File: src/design/prrc_pkg.sv
// Shared widths, codes, beat types and helpers for the periodic replicate/rotate/cut block.
package prrc_pkg;

  localparam int unsigned ELEM_W     = 8;
  localparam int unsigned TYPE_W     = 4;
  localparam int unsigned POS_W      = 24;
  localparam int unsigned IMG_W      = 25;
  localparam int unsigned COEF_W     = 16;
  localparam int unsigned PROD_W     = 41;
  localparam int unsigned SUM_W      = 43;
  localparam int unsigned FRAC_SHIFT = 14;
  localparam int unsigned RND_W      = 29;
  localparam int unsigned ROT_W      = 26;
  localparam int unsigned HBOX_W     = 22;
  localparam int unsigned ROW_W      = 48;
  localparam int unsigned COUNT_W    = 21;
  localparam int unsigned CFG_IDX_W  = 3;
  localparam int unsigned IN_DATA_W  = 88;
  localparam int unsigned OUT_DATA_W = 112;
  localparam int unsigned KEPT_LSB   = ELEM_W + TYPE_W + 3 * ROT_W;

  localparam logic [COUNT_W-1:0]      COUNT_MAX = '1;
  localparam logic signed [SUM_W-1:0] RND_HALF  = 43'sd8192;
  localparam logic signed [RND_W-1:0] ROT_HI    = 29'sd33554431;
  localparam logic signed [RND_W-1:0] ROT_LO    = -29'sd33554432;

  localparam logic [ROW_W-1:0] ROW0_RST = 48'h0000_0000_4000;
  localparam logic [ROW_W-1:0] ROW1_RST = 48'h0000_4000_0000;
  localparam logic [ROW_W-1:0] ROW2_RST = 48'h4000_0000_0000;

  localparam logic [CFG_IDX_W-1:0] REG_ROW0   = 3'd0;
  localparam logic [CFG_IDX_W-1:0] REG_ROW1   = 3'd1;
  localparam logic [CFG_IDX_W-1:0] REG_ROW2   = 3'd2;
  localparam logic [CFG_IDX_W-1:0] REG_HBOX_X = 3'd3;
  localparam logic [CFG_IDX_W-1:0] REG_HBOX_Y = 3'd4;
  localparam logic [CFG_IDX_W-1:0] REG_HBOX_Z = 3'd5;

  // Image shift along one axis: minus, none or plus one full box.
  typedef enum logic [1:0] {OFS_NEG, OFS_ZERO, OFS_POS} ofs_t;

  typedef struct packed {
    logic [ELEM_W-1:0] element;
    logic [TYPE_W-1:0] kind;
    logic              clr;
    logic              last;
  } meta_t;

  typedef struct packed {
    meta_t                 meta;
    logic [2:0][IMG_W-1:0] img;
  } img_beat_t;

  typedef struct packed {
    meta_t                       meta;
    logic [2:0][2:0][PROD_W-1:0] prod;
  } prod_beat_t;

  typedef struct packed {
    meta_t                 meta;
    logic [2:0][RND_W-1:0] rnd;
  } rnd_beat_t;

  function automatic ofs_t ofs_next(input ofs_t d);
    ofs_t r;
    unique case (d)
      OFS_NEG:  r = OFS_ZERO;
      OFS_ZERO: r = OFS_POS;
      default:  r = OFS_NEG;
    endcase
    return r;
  endfunction

  function automatic logic signed [IMG_W-1:0] img_offset(input ofs_t d,
                                                         input logic [HBOX_W-1:0] h);
    logic signed [IMG_W-1:0] full;
    logic signed [IMG_W-1:0] r;
    full = $signed({2'b00, h, 1'b0});
    unique case (d)
      OFS_NEG: r = -full;
      OFS_POS: r = full;
      default: r = '0;
    endcase
    return r;
  endfunction

endpackage

File: src/design/prrc_seq.sv
// Atom holding register and 27-image sequencer producing shifted image coordinates.
module prrc_seq
  import prrc_pkg::*;
(
  input  logic                         clk,
  input  logic                         rst_n,
  input  logic                         adv,
  input  logic                         in_valid,
  output logic                         in_ready,
  input  logic [IN_DATA_W-1:0]         in_data,
  input  logic                         in_first,
  input  logic [2:0][HBOX_W-1:0]       hbox,
  output logic                         s0_v,
  output img_beat_t                    s0
);

  logic                   atom_v_r;
  logic [ELEM_W-1:0]      elem_r;
  logic [TYPE_W-1:0]      kind_r;
  logic [2:0][POS_W-1:0]  pos_r;
  logic                   first_r;
  ofs_t                   dx_r, dy_r, dz_r;
  ofs_t                   dx_nxt, dy_nxt, dz_nxt;
  logic                   last_dig;
  logic                   first_dig;
  logic                   issue;
  logic                   accept;
  logic                   s0_v_r;
  img_beat_t              s0_r;
  img_beat_t              s0_nxt;

  assign last_dig  = (dx_r == OFS_POS) && (dy_r == OFS_POS) && (dz_r == OFS_POS);
  assign first_dig = (dx_r == OFS_NEG) && (dy_r == OFS_NEG) && (dz_r == OFS_NEG);
  assign issue     = atom_v_r && adv;
  assign in_ready  = !atom_v_r || (adv && last_dig);
  assign accept    = in_valid && in_ready;

  always_comb begin
    dz_nxt = ofs_next(dz_r);
    dy_nxt = (dz_r == OFS_POS) ? ofs_next(dy_r) : dy_r;
    dx_nxt = (dz_r == OFS_POS && dy_r == OFS_POS) ? ofs_next(dx_r) : dx_r;
  end

  always_comb begin
    s0_nxt.meta.element = elem_r;
    s0_nxt.meta.kind    = kind_r;
    s0_nxt.meta.clr     = first_r && first_dig;
    s0_nxt.meta.last    = last_dig;
    s0_nxt.img[0] = $signed({pos_r[0][POS_W-1], pos_r[0]}) + img_offset(dx_r, hbox[0]);
    s0_nxt.img[1] = $signed({pos_r[1][POS_W-1], pos_r[1]}) + img_offset(dy_r, hbox[1]);
    s0_nxt.img[2] = $signed({pos_r[2][POS_W-1], pos_r[2]}) + img_offset(dz_r, hbox[2]);
  end

  always_ff @(posedge clk) begin
    if (!rst_n) begin
      atom_v_r <= 1'b0;
      s0_v_r   <= 1'b0;
      dx_r     <= OFS_NEG;
      dy_r     <= OFS_NEG;
      dz_r     <= OFS_NEG;
    end else begin
      if (accept) begin
        atom_v_r <= 1'b1;
      end else if (issue && last_dig) begin
        atom_v_r <= 1'b0;
      end
      if (accept) begin
        dx_r <= OFS_NEG;
        dy_r <= OFS_NEG;
        dz_r <= OFS_NEG;
      end else if (issue) begin
        dx_r <= dx_nxt;
        dy_r <= dy_nxt;
        dz_r <= dz_nxt;
      end
      if (adv) begin
        s0_v_r <= atom_v_r;
      end
    end
  end

  always_ff @(posedge clk) begin
    if (accept) begin
      elem_r   <= in_data[ELEM_W-1:0];
      kind_r   <= in_data[ELEM_W +: TYPE_W];
      pos_r[0] <= in_data[ELEM_W + TYPE_W +: POS_W];
      pos_r[1] <= in_data[ELEM_W + TYPE_W + POS_W +: POS_W];
      pos_r[2] <= in_data[ELEM_W + TYPE_W + 2 * POS_W +: POS_W];
      first_r  <= in_first;
    end
    if (issue) begin
      s0_r <= s0_nxt;
    end
  end

  assign s0_v = s0_v_r;
  assign s0   = s0_r;

endmodule

File: config.mk
export PLATFORM = sky130hd
export DESIGN_NAME = prrc_seq
export DESIGN_NICKNAME = d
export VERILOG_FILES = /design/src/design/prrc_pkg.sv /design/src/design/prrc_seq.sv
export SDC_FILE = /design/constraint.sdc
export NUM_CORES = 1
export LEC_CHECK = 0
export BUFFER_PORTS_ARGS = -buffer_cell sky130_fd_sc_hd__buf_2
export CORE_MARGIN = 8
export CORE_UTILIZATION = 33
export CTS_CLUSTER_SIZE = 8
export DETAILED_ROUTE_END_ITERATION = 10
export SLEW_MARGIN = 10
export SYNTH_ARGS = -nofsm -noshare
export SYNTH_HDL_FRONTEND = slang
export SYNTH_SLANG_ARGS = --single-unit
export TNS_END_PERCENT = 5
File: constraint.sdc
create_clock -name clk -period 15.9 [get_ports clk]
set_clock_uncertainty 0.05 [all_clocks]
set_input_delay 1.59 -clock clk [delete_from_list [all_inputs] [get_ports clk]]
set_output_delay 1.59 -clock clk [all_outputs]
set_load 0.02 [all_outputs]
Word-level counts from Yosys, hierarchy flattened
Cells that the tools add are included.
- logic and storage cells: 58
- flip-flop bits (word level): 182
- input port bits: 159
- output and inout port bits: 91
- reductions and logical operators: 19
- muxes and demuxes: 8
- eq/ne operators: 6
- bitwise gates (word level): 1
- add/sub/neg operators: 6
- operator list (operator ; number):
    $pmux W25 S2 ; 3
    $add A24 B25 Y25 ; 3
    $neg A23 Y25 ; 3
    $pmux W2 S2 ; 3
    $logic_and A1 B1 Y1 ; 10
    $eq A2 B1 Y1 const B ; 3
    $eq A2 B2 Y1 const B ; 3
    $logic_not A2 Y1 ; 3
    $reduce_and A2 Y1 ; 2
    $mux W1 ; 2
    $reduce_bool A2 Y1 ; 1
    $reduce_or A2 Y1 ; 1
    $logic_not A1 Y1 ; 1
    $logic_or A1 B1 Y1 ; 1
    $not A1 Y1 ; 1

Longest topological paths before layout
- word-level depth: 7
- gate-level depth with buffers: 16
- mapped depth without buffers: 16

Worst setup path after synthesis
Ideal clock, no wire load.
- path type: input to register
- from: input adv
- to: register dy_r[0]
- library setup time: 0.122 ns
- arrival time: 6.358 ns
- cell stages on the path: 4
- path buffers: 0
- path slack: 9.370 ns
- required time: 15.728 ns
- path through: nand2_1 a21oi_1 nand2b_1 nor2_1
- cells in the longest elaborated chain, start to end: 4
- elaborated cells between the ends (all ways): 6
- classes of those cells: reduce/logical (6)
- ends and longest elaborated chain (item ; line ; source):
    from (decl) ; prrc_seq.sv:7 ; input logic adv,
    $logic_and A1 B1 Y1 ; prrc_seq.sv:35 ; assign in_ready = !atom_v_r || (adv && last_dig);
    $logic_or A1 B1 Y1 ; prrc_seq.sv:35 ;
    $logic_and A1 B1 Y1 ; prrc_seq.sv:36 ; assign accept = in_valid && in_ready;
    net accept ; prrc_seq.sv:27 ; logic accept;
    $reduce_or A2 Y1 (no source line) ; -- ;
    to (signal assigned) ; prrc_seq.sv:73 ; dy_r <= dy_nxt;
    to (decl) ; prrc_seq.sv:22 ; ofs_t dx_r, dy_r, dz_r;
The timed path passes the listed nets, and every way through them passes these cells.
A chain may end at the register's enable or synchronous reset.

==> metrics.cfg <==
[status]
outcome = complete, no violations

[logic_synthesis]
synthCells = 993
syn_nets = 1227
synth_seq_cells = 182
syn_area_mm2 = 0.01063
synth_area_per_cell_um2 = 10.70
synth-edff-count = 174
ys_seq_area_share_pct = 50.68
ys_async_sr_fraction_pct = 0
ys_types = 57
yosys_warnings = 0
ys.flop_type = edfxtp_1

[timing]
finalSetupTns_ns = 0
post-route-period-util_pct = 32.43
postLayoutSetupSlackWorst_ns = 10.74
finalSetupViolCount = 0
hold_viol = 0
slew_viol_final = 0
period_minus_slack_ns = 5.156
maxSlewHeadroom_pct = 31.41
rsz0062_at_grt = no
tightestPinTransition_ns = 1.014
fmax_ghz = 0.1939

[routing]
num_vias = 8268
viasPerCell = 4.987
final_antenna_net_count = 0
wl_per_cell_um = 17.14
drt_iter0_markers = 523
wirelength_um = 28420
drc_errors = 0
drt_first_pass_iters = 5

[grt]
grt_antenna_before_repair = 2
grt_max_degree = 47
grt-ovfl-total = 0
track_usage_pct = 14.79
grt_pass1_wl_um = 44920
first_global_vias = 8322

[placement]
detailed_place_hpwl_um = 21690
dp_slack_ns = 10.34
routabilityCongestion = 0.8737
place_area_mm2 = 0.01230
portBuffers = 245
post-place-cells = 1624

[final_layout]
fin_util_pct = 40.74
fin_area_mm2 = 0.01289
drive_gt1_share_pct = 23.76
area_growth_syn_to_layout_pct = 21.29
final_cells = 1658
final_common_cell = buf_2
most-common-layout-cells = buf_2, edfxtp_1, a21oi_1, nor2_1, xnor2_1
fin_nets = 1475

[floorplan]
fp-row-count = 65
die_w_um = 195.4
core_mm2 = 0.03164
ioPinCount = 250
initial_core_util_pct = 33.59
die_h_um = 195.4
dieArea_mm2 = 0.03819

[worst_hold_path]
hp-class = flop to flop

[cts]
holdBufCountCts = 0
cts.sinks = 182
tritoncts = built
htree_levels = 4
cts_setup_buffers = 0
clockBufferDepth = 2
post_cts_resized = 0
clk_pin_slew_ns = 0.07
clock_latency_ns = 0.45
cts_root_buf = clkbuf_16
numCtsBuffers = 17

[power_and_ir_drop]
ir_worst_vdd_mv = 0.07426
p_per_area_mw_per_mm2 = 97.72
total_leakage_power_nw = 5.203

[worst_setup_path]
crit_path_end_kind = flop
critPathMaxFanout = 7
critPathLaunchType = primary input
path_class = primary input to flop
required_ns = 16.13
arrival_ns = 5.39
r2r_slack_ns = 12.15

[job]
max_cap_violations = 0

==> flip-flops by register name, indices dropped and copies added, names as in the netlist, 2 cells and up <==
name / flops
s0: 89
pos_r: 72
elem_r: 8
kind_r: 4
dx_r: 2
dy_r: 2
dz_r: 2
==> layout make-up <==
cell class,count,area [um2]
clock inverter,14,150.1
tap,402,503.0
fill,3055,18750
antenna,2,5.005
multi-input combinational,745,4965
inverter,41,156.4
clock buffer,18,429.2
timing repair buffer,254,1294
sequential,182,5385
==> cell families (layout without fill, tap and decap cells) <==
family / after synthesis / in the layout / share of synthesized area [%]
other: 0 / 2 / 0
buffers and inverters: 66 / 327 / 2.697
flip-flops: 182 / 182 / 50.68
adder cells (fa/ha/maj): 75 / 75 / 9.044
XOR/XNOR: 112 / 112 / 9.303
AO/OA/AOI/OAI: 276 / 276 / 15.17
multiplexers: 3 / 3 / 0.2826
AND/OR/NAND/NOR: 279 / 279 / 12.82
==> report_power, final <==
part / internal [W] / switching [W] / total [W]
sequential: 0.000568 / 0.00000885 / 0.000577
clock: 0.000233 / 0.000193 / 0.000427
combinational: 0.000103 / 0.000153 / 0.000256
==> final timing paths <==
kind,to,cells past startpoint,start
worst max register to register,s0[21]$_DFFE_PP_,11,dx_r[0]$_SDFFE_PP0P_
worst min register to register,s0[25]$_DFFE_PP_,0,pos_r[24]$_DFFE_PP_
worst max-delay path,s0[48]$_DFFE_PP_,13,hbox[25]
worst min-delay path,s0[25]$_DFFE_PP_,0,pos_r[24]$_DFFE_PP_
==> worst max-delay path, stage by stage <==
cell     delay [ns]
buf_2          0.13
nor4_1         0.40
nor4b_1        0.87
and3b_1        0.36
a21oi_1        0.12
xnor2_1        0.17
nor2_1         0.09
ha_1           0.36
nand4_1        0.17
or3_1          0.40
o211a_1        0.26
or2_2          0.28
a31oi_1        0.18
==> through the flow <==
stage / power [W] / hold WS, ns
4_1_cts: 0.001276 / 0.3707
3_5_place_dp: 0.0008422 / 0.3545
6_report: 0.001259 / 0.3695
5_1_grt: 0.001321 / 0.3752
3_3_place_gp: 0.0008398 / 0.3509
2_1_floorplan: 0.0007616 / 0.3503
==> synthesized netlist by cell type (7+ instances only) <==
master	number	area [um2]
nor3_1	22	110.1
inv_1	41	153.9
a21o_1	24	180.2
nor2_1	111	416.7
xnor2_1	86	753.2
a31oi_1	14	87.58
nand3_1	11	55.05
dfxtp_1	8	160.2
or3_1	21	131.4
o21ai_0	56	280.3
nand2b_1	9	56.30
clkbuf_1	22	82.58
nand2_1	51	191.4
a21boi_0	10	75.07
xor2_1	25	219.0
nor2b_1	7	43.79
ha_1	72	900.9
a21oi_1	129	645.6
a211oi_1	7	52.55
nor4_1	8	50.05
o211ai_1	8	60.06
edfxtp_1	174	5225
==> routing by layer <==
metal  up-vias  global-route usage (%)  wire [um]
li1       4144                       -          -
met1      3897                   18.26      12520
met2       207                   24.87      13770
met3        20                   4.350       1798
met4         0                   4.015        337
met5         -                       0          0
No activity file was read; power rests on OpenSTA's default activity.
