==> src/design/prrc_pkg.sv <==
// Shared widths, codes, beat types and helpers for the periodic replicate/rotate/cut block.
package prrc_pkg;

  localparam int unsigned ELEM_W     = 8;
  localparam int unsigned TYPE_W     = 4;
  localparam int unsigned POS_W      = 24;
  localparam int unsigned IMG_W      = 25;
  localparam int unsigned COEF_W     = 16;
  localparam int unsigned PROD_W     = 41;
  localparam int unsigned SUM_W      = 43;
  localparam int unsigned FRAC_SHIFT = 14;
  localparam int unsigned RND_W      = 29;
  localparam int unsigned ROT_W      = 26;
  localparam int unsigned HBOX_W     = 22;
  localparam int unsigned ROW_W      = 48;
  localparam int unsigned COUNT_W    = 21;
  localparam int unsigned CFG_IDX_W  = 3;
  localparam int unsigned IN_DATA_W  = 88;
  localparam int unsigned OUT_DATA_W = 112;
  localparam int unsigned KEPT_LSB   = ELEM_W + TYPE_W + 3 * ROT_W;

  localparam logic [COUNT_W-1:0]      COUNT_MAX = '1;
  localparam logic signed [SUM_W-1:0] RND_HALF  = 43'sd8192;
  localparam logic signed [RND_W-1:0] ROT_HI    = 29'sd33554431;
  localparam logic signed [RND_W-1:0] ROT_LO    = -29'sd33554432;

  localparam logic [ROW_W-1:0] ROW0_RST = 48'h0000_0000_4000;
  localparam logic [ROW_W-1:0] ROW1_RST = 48'h0000_4000_0000;
  localparam logic [ROW_W-1:0] ROW2_RST = 48'h4000_0000_0000;

  localparam logic [CFG_IDX_W-1:0] REG_ROW0   = 3'd0;
  localparam logic [CFG_IDX_W-1:0] REG_ROW1   = 3'd1;
  localparam logic [CFG_IDX_W-1:0] REG_ROW2   = 3'd2;
  localparam logic [CFG_IDX_W-1:0] REG_HBOX_X = 3'd3;
  localparam logic [CFG_IDX_W-1:0] REG_HBOX_Y = 3'd4;
  localparam logic [CFG_IDX_W-1:0] REG_HBOX_Z = 3'd5;

  // Image shift along one axis: minus, none or plus one full box.
  typedef enum logic [1:0] {OFS_NEG, OFS_ZERO, OFS_POS} ofs_t;

  typedef struct packed {
    logic [ELEM_W-1:0] element;
    logic [TYPE_W-1:0] kind;
    logic              clr;
    logic              last;
  } meta_t;

  typedef struct packed {
    meta_t                 meta;
    logic [2:0][IMG_W-1:0] img;
  } img_beat_t;

  typedef struct packed {
    meta_t                       meta;
    logic [2:0][2:0][PROD_W-1:0] prod;
  } prod_beat_t;

  typedef struct packed {
    meta_t                 meta;
    logic [2:0][RND_W-1:0] rnd;
  } rnd_beat_t;

  function automatic ofs_t ofs_next(input ofs_t d);
    ofs_t r;
    unique case (d)
      OFS_NEG:  r = OFS_ZERO;
      OFS_ZERO: r = OFS_POS;
      default:  r = OFS_NEG;
    endcase
    return r;
  endfunction

  function automatic logic signed [IMG_W-1:0] img_offset(input ofs_t d,
                                                         input logic [HBOX_W-1:0] h);
    logic signed [IMG_W-1:0] full;
    logic signed [IMG_W-1:0] r;
    full = $signed({2'b00, h, 1'b0});
    unique case (d)
      OFS_NEG: r = -full;
      OFS_POS: r = full;
      default: r = '0;
    endcase
    return r;
  endfunction

endpackage

==> src/design/prrc_clip.sv <==
// Saturation, half-box test, kept-image counter and the output register.
module prrc_clip
  import prrc_pkg::*;
(
  input  logic                    clk,
  input  logic                    rst_n,
  input  logic                    adv,
  input  logic [2:0][HBOX_W-1:0]  hbox,
  input  logic                    s2_v,
  input  rnd_beat_t               s2,
  output logic                    out_valid,
  output logic [OUT_DATA_W-1:0]   out_data,
  output logic                    out_inside,
  output logic                    out_last
);

  logic signed [RND_W-1:0] clamp [3];
  logic [2:0][ROT_W-1:0]   sat;
  logic [ROT_W:0]          mag [3];
  logic [2:0]              in_axis;
  logic                    in_box;
  logic [COUNT_W-1:0]      base;
  logic [COUNT_W-1:0]      count_nxt;
  logic [COUNT_W-1:0]      count_r;
  logic                    out_valid_r;
  logic [ELEM_W-1:0]       elem_r;
  logic [TYPE_W-1:0]       kind_r;
  logic [2:0][ROT_W-1:0]   rot_r;
  logic [COUNT_W-1:0]      kept_r;
  logic                    inside_r;
  logic                    last_r;

  always_comb begin
    for (int a = 0; a < 3; a++) begin
      if ($signed(s2.rnd[a]) > ROT_HI) begin
        clamp[a] = ROT_HI;
      end else if ($signed(s2.rnd[a]) < ROT_LO) begin
        clamp[a] = ROT_LO;
      end else begin
        clamp[a] = $signed(s2.rnd[a]);
      end
      sat[a] = clamp[a][ROT_W-1:0];
      mag[a] = sat[a][ROT_W-1] ? (~{sat[a][ROT_W-1], sat[a]} + 1'b1)
                               : {sat[a][ROT_W-1], sat[a]};
      in_axis[a] = mag[a][ROT_W-1:0] < {{(ROT_W-HBOX_W){1'b0}}, hbox[a]};
    end
  end

  assign in_box    = &in_axis;
  assign base      = s2.meta.clr ? '0 : count_r;
  assign count_nxt = (in_box && base != COUNT_MAX) ? base + 1'b1 : base;

  always_ff @(posedge clk) begin
    if (!rst_n) begin
      out_valid_r <= 1'b0;
      count_r     <= '0;
    end else if (adv) begin
      out_valid_r <= s2_v;
      if (s2_v) begin
        count_r <= count_nxt;
      end
    end
  end

  always_ff @(posedge clk) begin
    if (adv && s2_v) begin
      elem_r   <= s2.meta.element;
      kind_r   <= s2.meta.kind;
      rot_r    <= sat;
      kept_r   <= count_nxt;
      inside_r <= in_box;
      last_r   <= s2.meta.last;
    end
  end

  assign out_valid  = out_valid_r;
  assign out_data   = {1'b0, kept_r, rot_r, kind_r, elem_r};
  assign out_inside = inside_r;
  assign out_last   = last_r;

endmodule

==> config.mk <==
export PLATFORM = sky130hd
export DESIGN_NAME = prrc_clip
export DESIGN_NICKNAME = d
export VERILOG_FILES = /design/src/design/prrc_pkg.sv /design/src/design/prrc_clip.sv
export SDC_FILE = /design/constraint.sdc
export NUM_CORES = 1
export LEC_CHECK = 0
export ABC_AREA = 1
export BUFFER_PORTS_ARGS = -buffer_cell sky130_fd_sc_hd__buf_2
export CAP_MARGIN = 20
export CORE_MARGIN = 1.5
export CORE_UTILIZATION = 45
export CTS_CLUSTER_SIZE = 20
export DETAILED_ROUTE_END_ITERATION = 12
export GPL_TIMING_DRIVEN = 1
export PLACE_DENSITY = 0.73
export SLEW_MARGIN = 10
export SYNTH_ARGS = -nofsm -noshare
export SYNTH_HDL_FRONTEND = slang
export SYNTH_SLANG_ARGS = --single-unit
export TNS_END_PERCENT = 50
==> constraint.sdc <==
create_clock -name clk -period 4.84 [get_ports clk]
set_clock_uncertainty 0.1 [all_clocks]
set_input_delay 0.968 -clock clk [delete_from_list [all_inputs] [get_ports clk]]
set_output_delay 0.968 -clock clk [all_outputs]
set_load 0.03 [all_outputs]
# [After elaboration in Yosys (flattened, before gate mapping)]
# Index checks and enable logic that the tools add are counted.
[word_totals] ramBits=0 memories=0 in_bits=171 register_bits=135 output_inout_bits=115 latchBits=0 mem_bits_ro=0
[classes] n_reduce_logical=4 n_addsub=4 n_lt_le_gt_ge=9 shifts=0 mul=0 div=0 eq_ne=1 n_mux=11 bitwise=3
[ops] operator="$mux 26" n=9
[ops] operator="$gt 29x26->1 const B" n=3
[ops] operator="$lt 29x26->1 const B" n=3
[ops] operator="$add 26x1->26 const B" n=3
[ops] operator="$lt 26x22->1" n=3
[ops] operator="$not 26->26" n=3
[ops] operator="$mux 21" n=2
[ops] operator="$add 21x1->21 const B" n=1
[ops] operator="$ne 21x21->1 const B" n=1
[ops] operator="$reduce_and 3->1" n=1
[ops] operator="$logic_and 1x1->1" n=2
[ops] operator="$reduce_and 2->1" n=1

# [Longest topological paths before layout]
[depth] ltp_word=10 mapped_depth=37 mapped_depth_nobuf=34

# [Least setup slack after synthesis]
# No wires, ideal clock.
[synth_path] kind="input -> register" startpoint="input port s2[56] (netlist name)" endpoint="register count_r[15]" cell_stages=37 required_time_ns=4.629 arrival_time_ns=4.571 path_slack_ns=0.058 cell_sequence="nor2_1 -> nand2_1 -> nand2_2 -> buf_4 -> buf_2 -> buf_1 -> nand2_1 -> inv_1 -> ha_1 -> nand2_1 -> inv_1 -> nand2_1 -> nor2_1 -> nand2_1 -> nand2_1 -> nand2_1 -> nor2_1 -> xor2_1 -> inv_1 -> ha_1 -> nand2_1 -> inv_1 -> nand2_1 -> o21ai_0 -> nor4b_1 -> nand2_1 -> inv_1 -> nand2_1 -> nor2_1 -> nand3_1 -> nor2_4 -> nand3_2 -> buf_6 -> nand2_2 -> nand3_1 -> nand2_1 -> inv_1"
[synth_rtl] item="start: declaration" line="prrc_clip.sv:10" text="input rnd_beat_t s2,"
[synth_rtl] item="end signal: assignment" line="prrc_clip.sv:60" text="count_r <= count_nxt;"
[synth_rtl] item="end: declaration" line="prrc_clip.sv:24" text="logic [COUNT_W-1:0] count_r;"

==> flow_summary.html <==
<table>
<tr><th>Metric</th><th>Value</th></tr>
<tr><th colspan="2">Die</th></tr>
<tr><td>Width of the die</td><td>153 µm</td></tr>
<tr><td>Count of boundary I/O pins</td><td>286</td></tr>
<tr><td>Initial standard-cell utilization of the core</td><td>46.1%</td></tr>
<tr><td>Number of standard-cell rows in the floorplan</td><td>54</td></tr>
<tr><td>Placeable core region</td><td>21,900 µm²</td></tr>
<tr><td>DIE AREA</td><td>23,300 µm²</td></tr>
<tr><td>Chip Height</td><td>153 µm</td></tr>
<tr><th colspan="2">Min path</th></tr>
<tr><td>Worst hold path type</td><td>flip-flop to flip-flop</td></tr>
<tr><td>Number of cells traversed by the worst hold path</td><td>2</td></tr>
<tr><td>Capture endpoint of the worst hold path</td><td>out_valid</td></tr>
<tr><td>Min-delay src</td><td>out_valid</td></tr>
<tr><th colspan="2">Worst setup path</th></tr>
<tr><td>Crit-path leading delay family</td><td>simple AND/OR/NAND/NOR gates</td></tr>
<tr><td>Kind of end point of the critical path</td><td>flip-flop</td></tr>
<tr><td>Classification of the worst setup path</td><td>primary input to flip-flop</td></tr>
<tr><td>Category of the worst setup path launch point</td><td>primary input</td></tr>
<tr><td>Reg-to-reg critical path startpoint</td><td>count_r[2]</td></tr>
<tr><td>Reg2Reg Setup Slack</td><td>1.53 ns</td></tr>
<tr><td>Maximum cell stage delay along the critical path</td><td>0.29 ns</td></tr>
<tr><td>Largest fanout on the critical path</td><td>39</td></tr>
<tr><td>Reg2Reg Capture Point</td><td>count_r[15]</td></tr>
<tr><td>R2R depth</td><td>15</td></tr>
<tr><td>Library cell appearing most often on the critical path</td><td>nand2_1</td></tr>
<tr><td>Critical path data arrival time</td><td>4.48 ns</td></tr>
<tr><td>CP Buf/Inv Count</td><td>6</td></tr>
<tr><td>CP Data Required Time</td><td>4.91 ns</td></tr>
<tr><td>Crit path max-delay cell type</td><td>nor4b_1</td></tr>
<tr><th colspan="2">STA</th></tr>
<tr><td>Final-report max-slew violation count</td><td>0</td></tr>
<tr><td>Share of the clock period used by the worst path after layout</td><td>91.1%</td></tr>
<tr><td>Worst hold slack</td><td>0.361 ns</td></tr>
<tr><td>Count of endpoints failing hold in the final timing report</td><td>0</td></tr>
<tr><td>Actual transition at the worst max-transition pin</td><td>0.906 ns</td></tr>
<tr><td>Final setup vio count</td><td>0</td></tr>
<tr><td>Highest achievable clock rate</td><td>0.227 GHz</td></tr>
<tr><td>Worst max-slew margin expressed relative to the limit</td><td>39.5%</td></tr>
<tr><td>Minimum setup slack in the final design</td><td>0.432 ns</td></tr>
<tr><td>Final worst path period need</td><td>4.41 ns</td></tr>
<tr><th colspan="2">Power and ir drop</th></tr>
<tr><td>Fraction of power consumed by combinational cells</td><td>25.0%</td></tr>
<tr><td>Sw Pwr</td><td>1.23 mW</td></tr>
<tr><td>Sum of internal, switching and leakage power</td><td>3.69 mW</td></tr>
<tr><td>Peak supply drop</td><td>0.172 mV</td></tr>
<tr><td>P_int</td><td>2.46 mW</td></tr>
<tr><td>PD cells</td><td>291 nW/µm²</td></tr>
<tr><td>Switching Share</td><td>33.3%</td></tr>
<tr><td>Portion of total power attributed to the clock network</td><td>37.9%</td></tr>
<tr><td>P_leak</td><td>6.52 nW</td></tr>
<tr><td>Sequential Power Share</td><td>37.1%</td></tr>
<tr><th colspan="2">Global route</th></tr>
<tr><td>Overall track demand over capacity in global routing</td><td>24.2%</td></tr>
<tr><td>Via count of the first global-routing pass</td><td>9,586</td></tr>
<tr><td>Largest net degree at the start of global routing</td><td>55</td></tr>
<tr><td>Antenna violations before repair</td><td>3</td></tr>
<tr><td>Global-route wire length before repair</td><td>45,700 µm</td></tr>
<tr><td>Residual overflow from global routing</td><td>0</td></tr>
<tr><th colspan="2">Logic synthesis</th></tr>
<tr><td>Net count after synthesis</td><td>1,596</td></tr>
<tr><td>Cell area after synthesis</td><td>10,100 µm²</td></tr>
<tr><td>Post-synthesis simple-gate area fraction</td><td>29.7%</td></tr>
<tr><td>Warning count from the yosys run</td><td>0</td></tr>
<tr><td>Number of instances in the synthesized netlist</td><td>1,358</td></tr>
<tr><td>Post-synthesis area per instance</td><td>7.43 µm²</td></tr>
<tr><td>Proportion of synthesized chip area in sequential cells</td><td>38.0%</td></tr>
<tr><td>Number of distinct standard cells referenced by the synthesized netlist</td><td>42</td></tr>
<tr><td>Post-synthesis sequential element count</td><td>135</td></tr>
<tr><td>Synth Area in Compound Gates</td><td>7.02%</td></tr>
<tr><td>Post-Synth Adder-Cell Area</td><td>8.31%</td></tr>
<tr><td>Share of cell area taken by muxes after synthesis</td><td>0.323%</td></tr>
<tr><td>Post-synthesis xor/xnor area fraction</td><td>4.60%</td></tr>
<tr><td>Main combinational cell family by area after synthesis</td><td>simple AND/OR/NAND/NOR gates</td></tr>
<tr><th colspan="2">Run status</th></tr>
<tr><td>Run status</td><td>completed</td></tr>
<tr><th colspan="2">Finish</th></tr>
<tr><td>Cell Count, Final, Fillers Out</td><td>1,950</td></tr>
<tr><td>Layout overhead on the synthesized area</td><td>25.7%</td></tr>
<tr><td>Nets@finish</td><td>1,893</td></tr>
<tr><td>End-of-flow core utilization</td><td>57.9%</td></tr>
<tr><td>Most frequent standard cell in the layout excluding fill and tap cells</td><td>nand2_1</td></tr>
<tr><td>Share of layout cells above drive strength 1</td><td>26.8%</td></tr>
<tr><td>Most frequent cells in the layout</td><td>332 x nand2_1, 284 x buf_2, 234 x inv_1, 113 x edfxtp_1, 108 x nor2_1</td></tr>
<tr><th colspan="2">Route</th></tr>
<tr><td>DR vias</td><td>9,806</td></tr>
<tr><td>Via-per-instance ratio</td><td>5.03</td></tr>
<tr><td>Total wire length after detailed routing</td><td>29,000 µm</td></tr>
<tr><td>DRC marker count from the first detailed-route iteration</td><td>598</td></tr>
<tr><td>DRC errors left</td><td>0</td></tr>
<tr><td>WL/cell</td><td>14.9 µm</td></tr>
<tr><td>Pre-antenna DRT Iters</td><td>5</td></tr>
<tr><td>Remaining antenna violation count after routing</td><td>0</td></tr>
<tr><th colspan="2">Place</th></tr>
<tr><td>Placement-stage worst setup slack</td><td>-0.126 ns</td></tr>
<tr><td>Buffers on Ports</td><td>284</td></tr>
<tr><td>Placed cell count</td><td>1,906</td></tr>
<tr><td>Half-perimeter wire length after detailed placement</td><td>22,100 µm</td></tr>
<tr><td>GP Congestion</td><td>0.925</td></tr>
<tr><th colspan="2">Clocking</th></tr>
<tr><td>Count of hold-fix buffers inserted at cts</td><td>0</td></tr>
<tr><td>Inserted Clock Buffers</td><td>17</td></tr>
<tr><td>H-Tree Depth</td><td>4</td></tr>
<tr><td>Largest buffer count on any clock path</td><td>2</td></tr>
<tr><td>TritonCTS clock tree</td><td>yes</td></tr>
<tr><td>CTS sink count</td><td>135</td></tr>
<tr><td>Clock-pin slew on the worst setup and hold paths</td><td>0.07 ns</td></tr>
<tr><td>Root cell of the clock tree</td><td>clkbuf_16</td></tr>
<tr><td>Worst-skew pair later-pin latency</td><td>0.43 ns</td></tr>
<tr><th colspan="2">Run</th></tr>
<tr><td>Reported max-cap violation count</td><td>0</td></tr>
</table>
[state kept, by name (all words and copies together) (netlist names)]
| name | flops |
|---|---|
| kept_r | 21 |
| out_inside | 1 |
| out_data | 78 |
| elem_r | 8 |
| out_last | 1 |
| out_valid | 1 |
| count_r | 21 |
| kind_r | 4 |
[repair_timing]
item                       CTS  global route
resized for setup            0            19
hold endpoints to repair     0             0
setup buffers                0             7
setup endpoints to repair    0            43
[power by group through the flow]
stage / Combinational (mW) / Clock [mW] / Sequential, mW
floorplan: 0.494 / 0 / 1.53
global placement: 0.891 / 0 / 1.40
finish: 0.924 / 1.40 / 1.37
global route: 1.03 / 1.46 / 1.38
detailed placement: 0.909 / 0 / 1.39
CTS: 0.914 / 1.42 / 1.37
[worst max-delay path by stage]
stage,to,start,cells past startpoint
6_report,kept_r[4],s2[27],27
5_1_grt,count_r[4],s2[83],32
4_1_cts,count_r[16],s2[85],31
3_5_place_dp,count_r[9],s2[85],31
3_3_place_gp,count_r[10],s2[83],29
2_1_floorplan,count_r[15],s2[56],37
[Yosys cell counts (all sizes together)]
cell type	instances	area (µm²)
ha	67	838
buf	31	235
o21a	1	7.51
edfxtp	113	3390
dfxtp	22	440
mux2i	1	10.0
xnor2	24	210
mux2	2	22.5
or2	2	12.5
nor4	3	18.8
a31oi	6	37.5
o41ai	2	17.5
nor3	15	75.1
nand4	36	225
nand3	107	546
nor2	126	523
nor3b	2	15.0
o21ai	57	293
clkbuf	16	60.1
xor2	29	254
o221a	1	11.3
nand2	381	1560
inv	243	912
conb	1	3.75
nor4b	1	8.76
clkinv	1	3.75
a41oi	2	17.5
nand3b	2	15.0
a21oi	64	324
[tightest hold or removal path, cell delays in order, from the launching register on]
cell     delay [ns]
dfxtp_1        0.31
nand2_1        0.06
a21oi_1        0.05
[per-layer routing]
layer  GRT usage, %  vias up  routed length (µm)
met5              0        -                   7
met4           7.14        2                 575
met3           5.12       49                2160
met2           41.5      416               13700
met1           30.7     4361               12600
li1               -     4978                   -
[stage by stage]
step | setup TNS, ns | instance area, µm²
6_report | 0 | 12700
5_1_grt | -0.00397 | 12700
4_1_cts | 0 | 12500
3_5_place_dp | -3.18 | 11900
3_3_place_gp | -1.24 | 11900
2_1_floorplan | 0 | 10100
[cell type report]
type | instances | area, µm²
Multi-Input combinational cell | 933 | 5110
Timing Repair Buffer | 324 | 1830
Inverter | 244 | 918
Tap cell | 280 | 350
Clock buffer | 17 | 425
Sequential cell | 135 | 3830
Clock inverter | 15 | 204
Antenna cell | 2 | 5.00
Fill cell | 2109 | 9220
[cells by family after synthesis]
group,count (synthesis)
other cells,1
fa+ha+maj,67
mux,3
compound gates,133
buf+inv,291
xor+xnor,53
simple gates,675
flops,135
(Power assumes the default switching activity.)
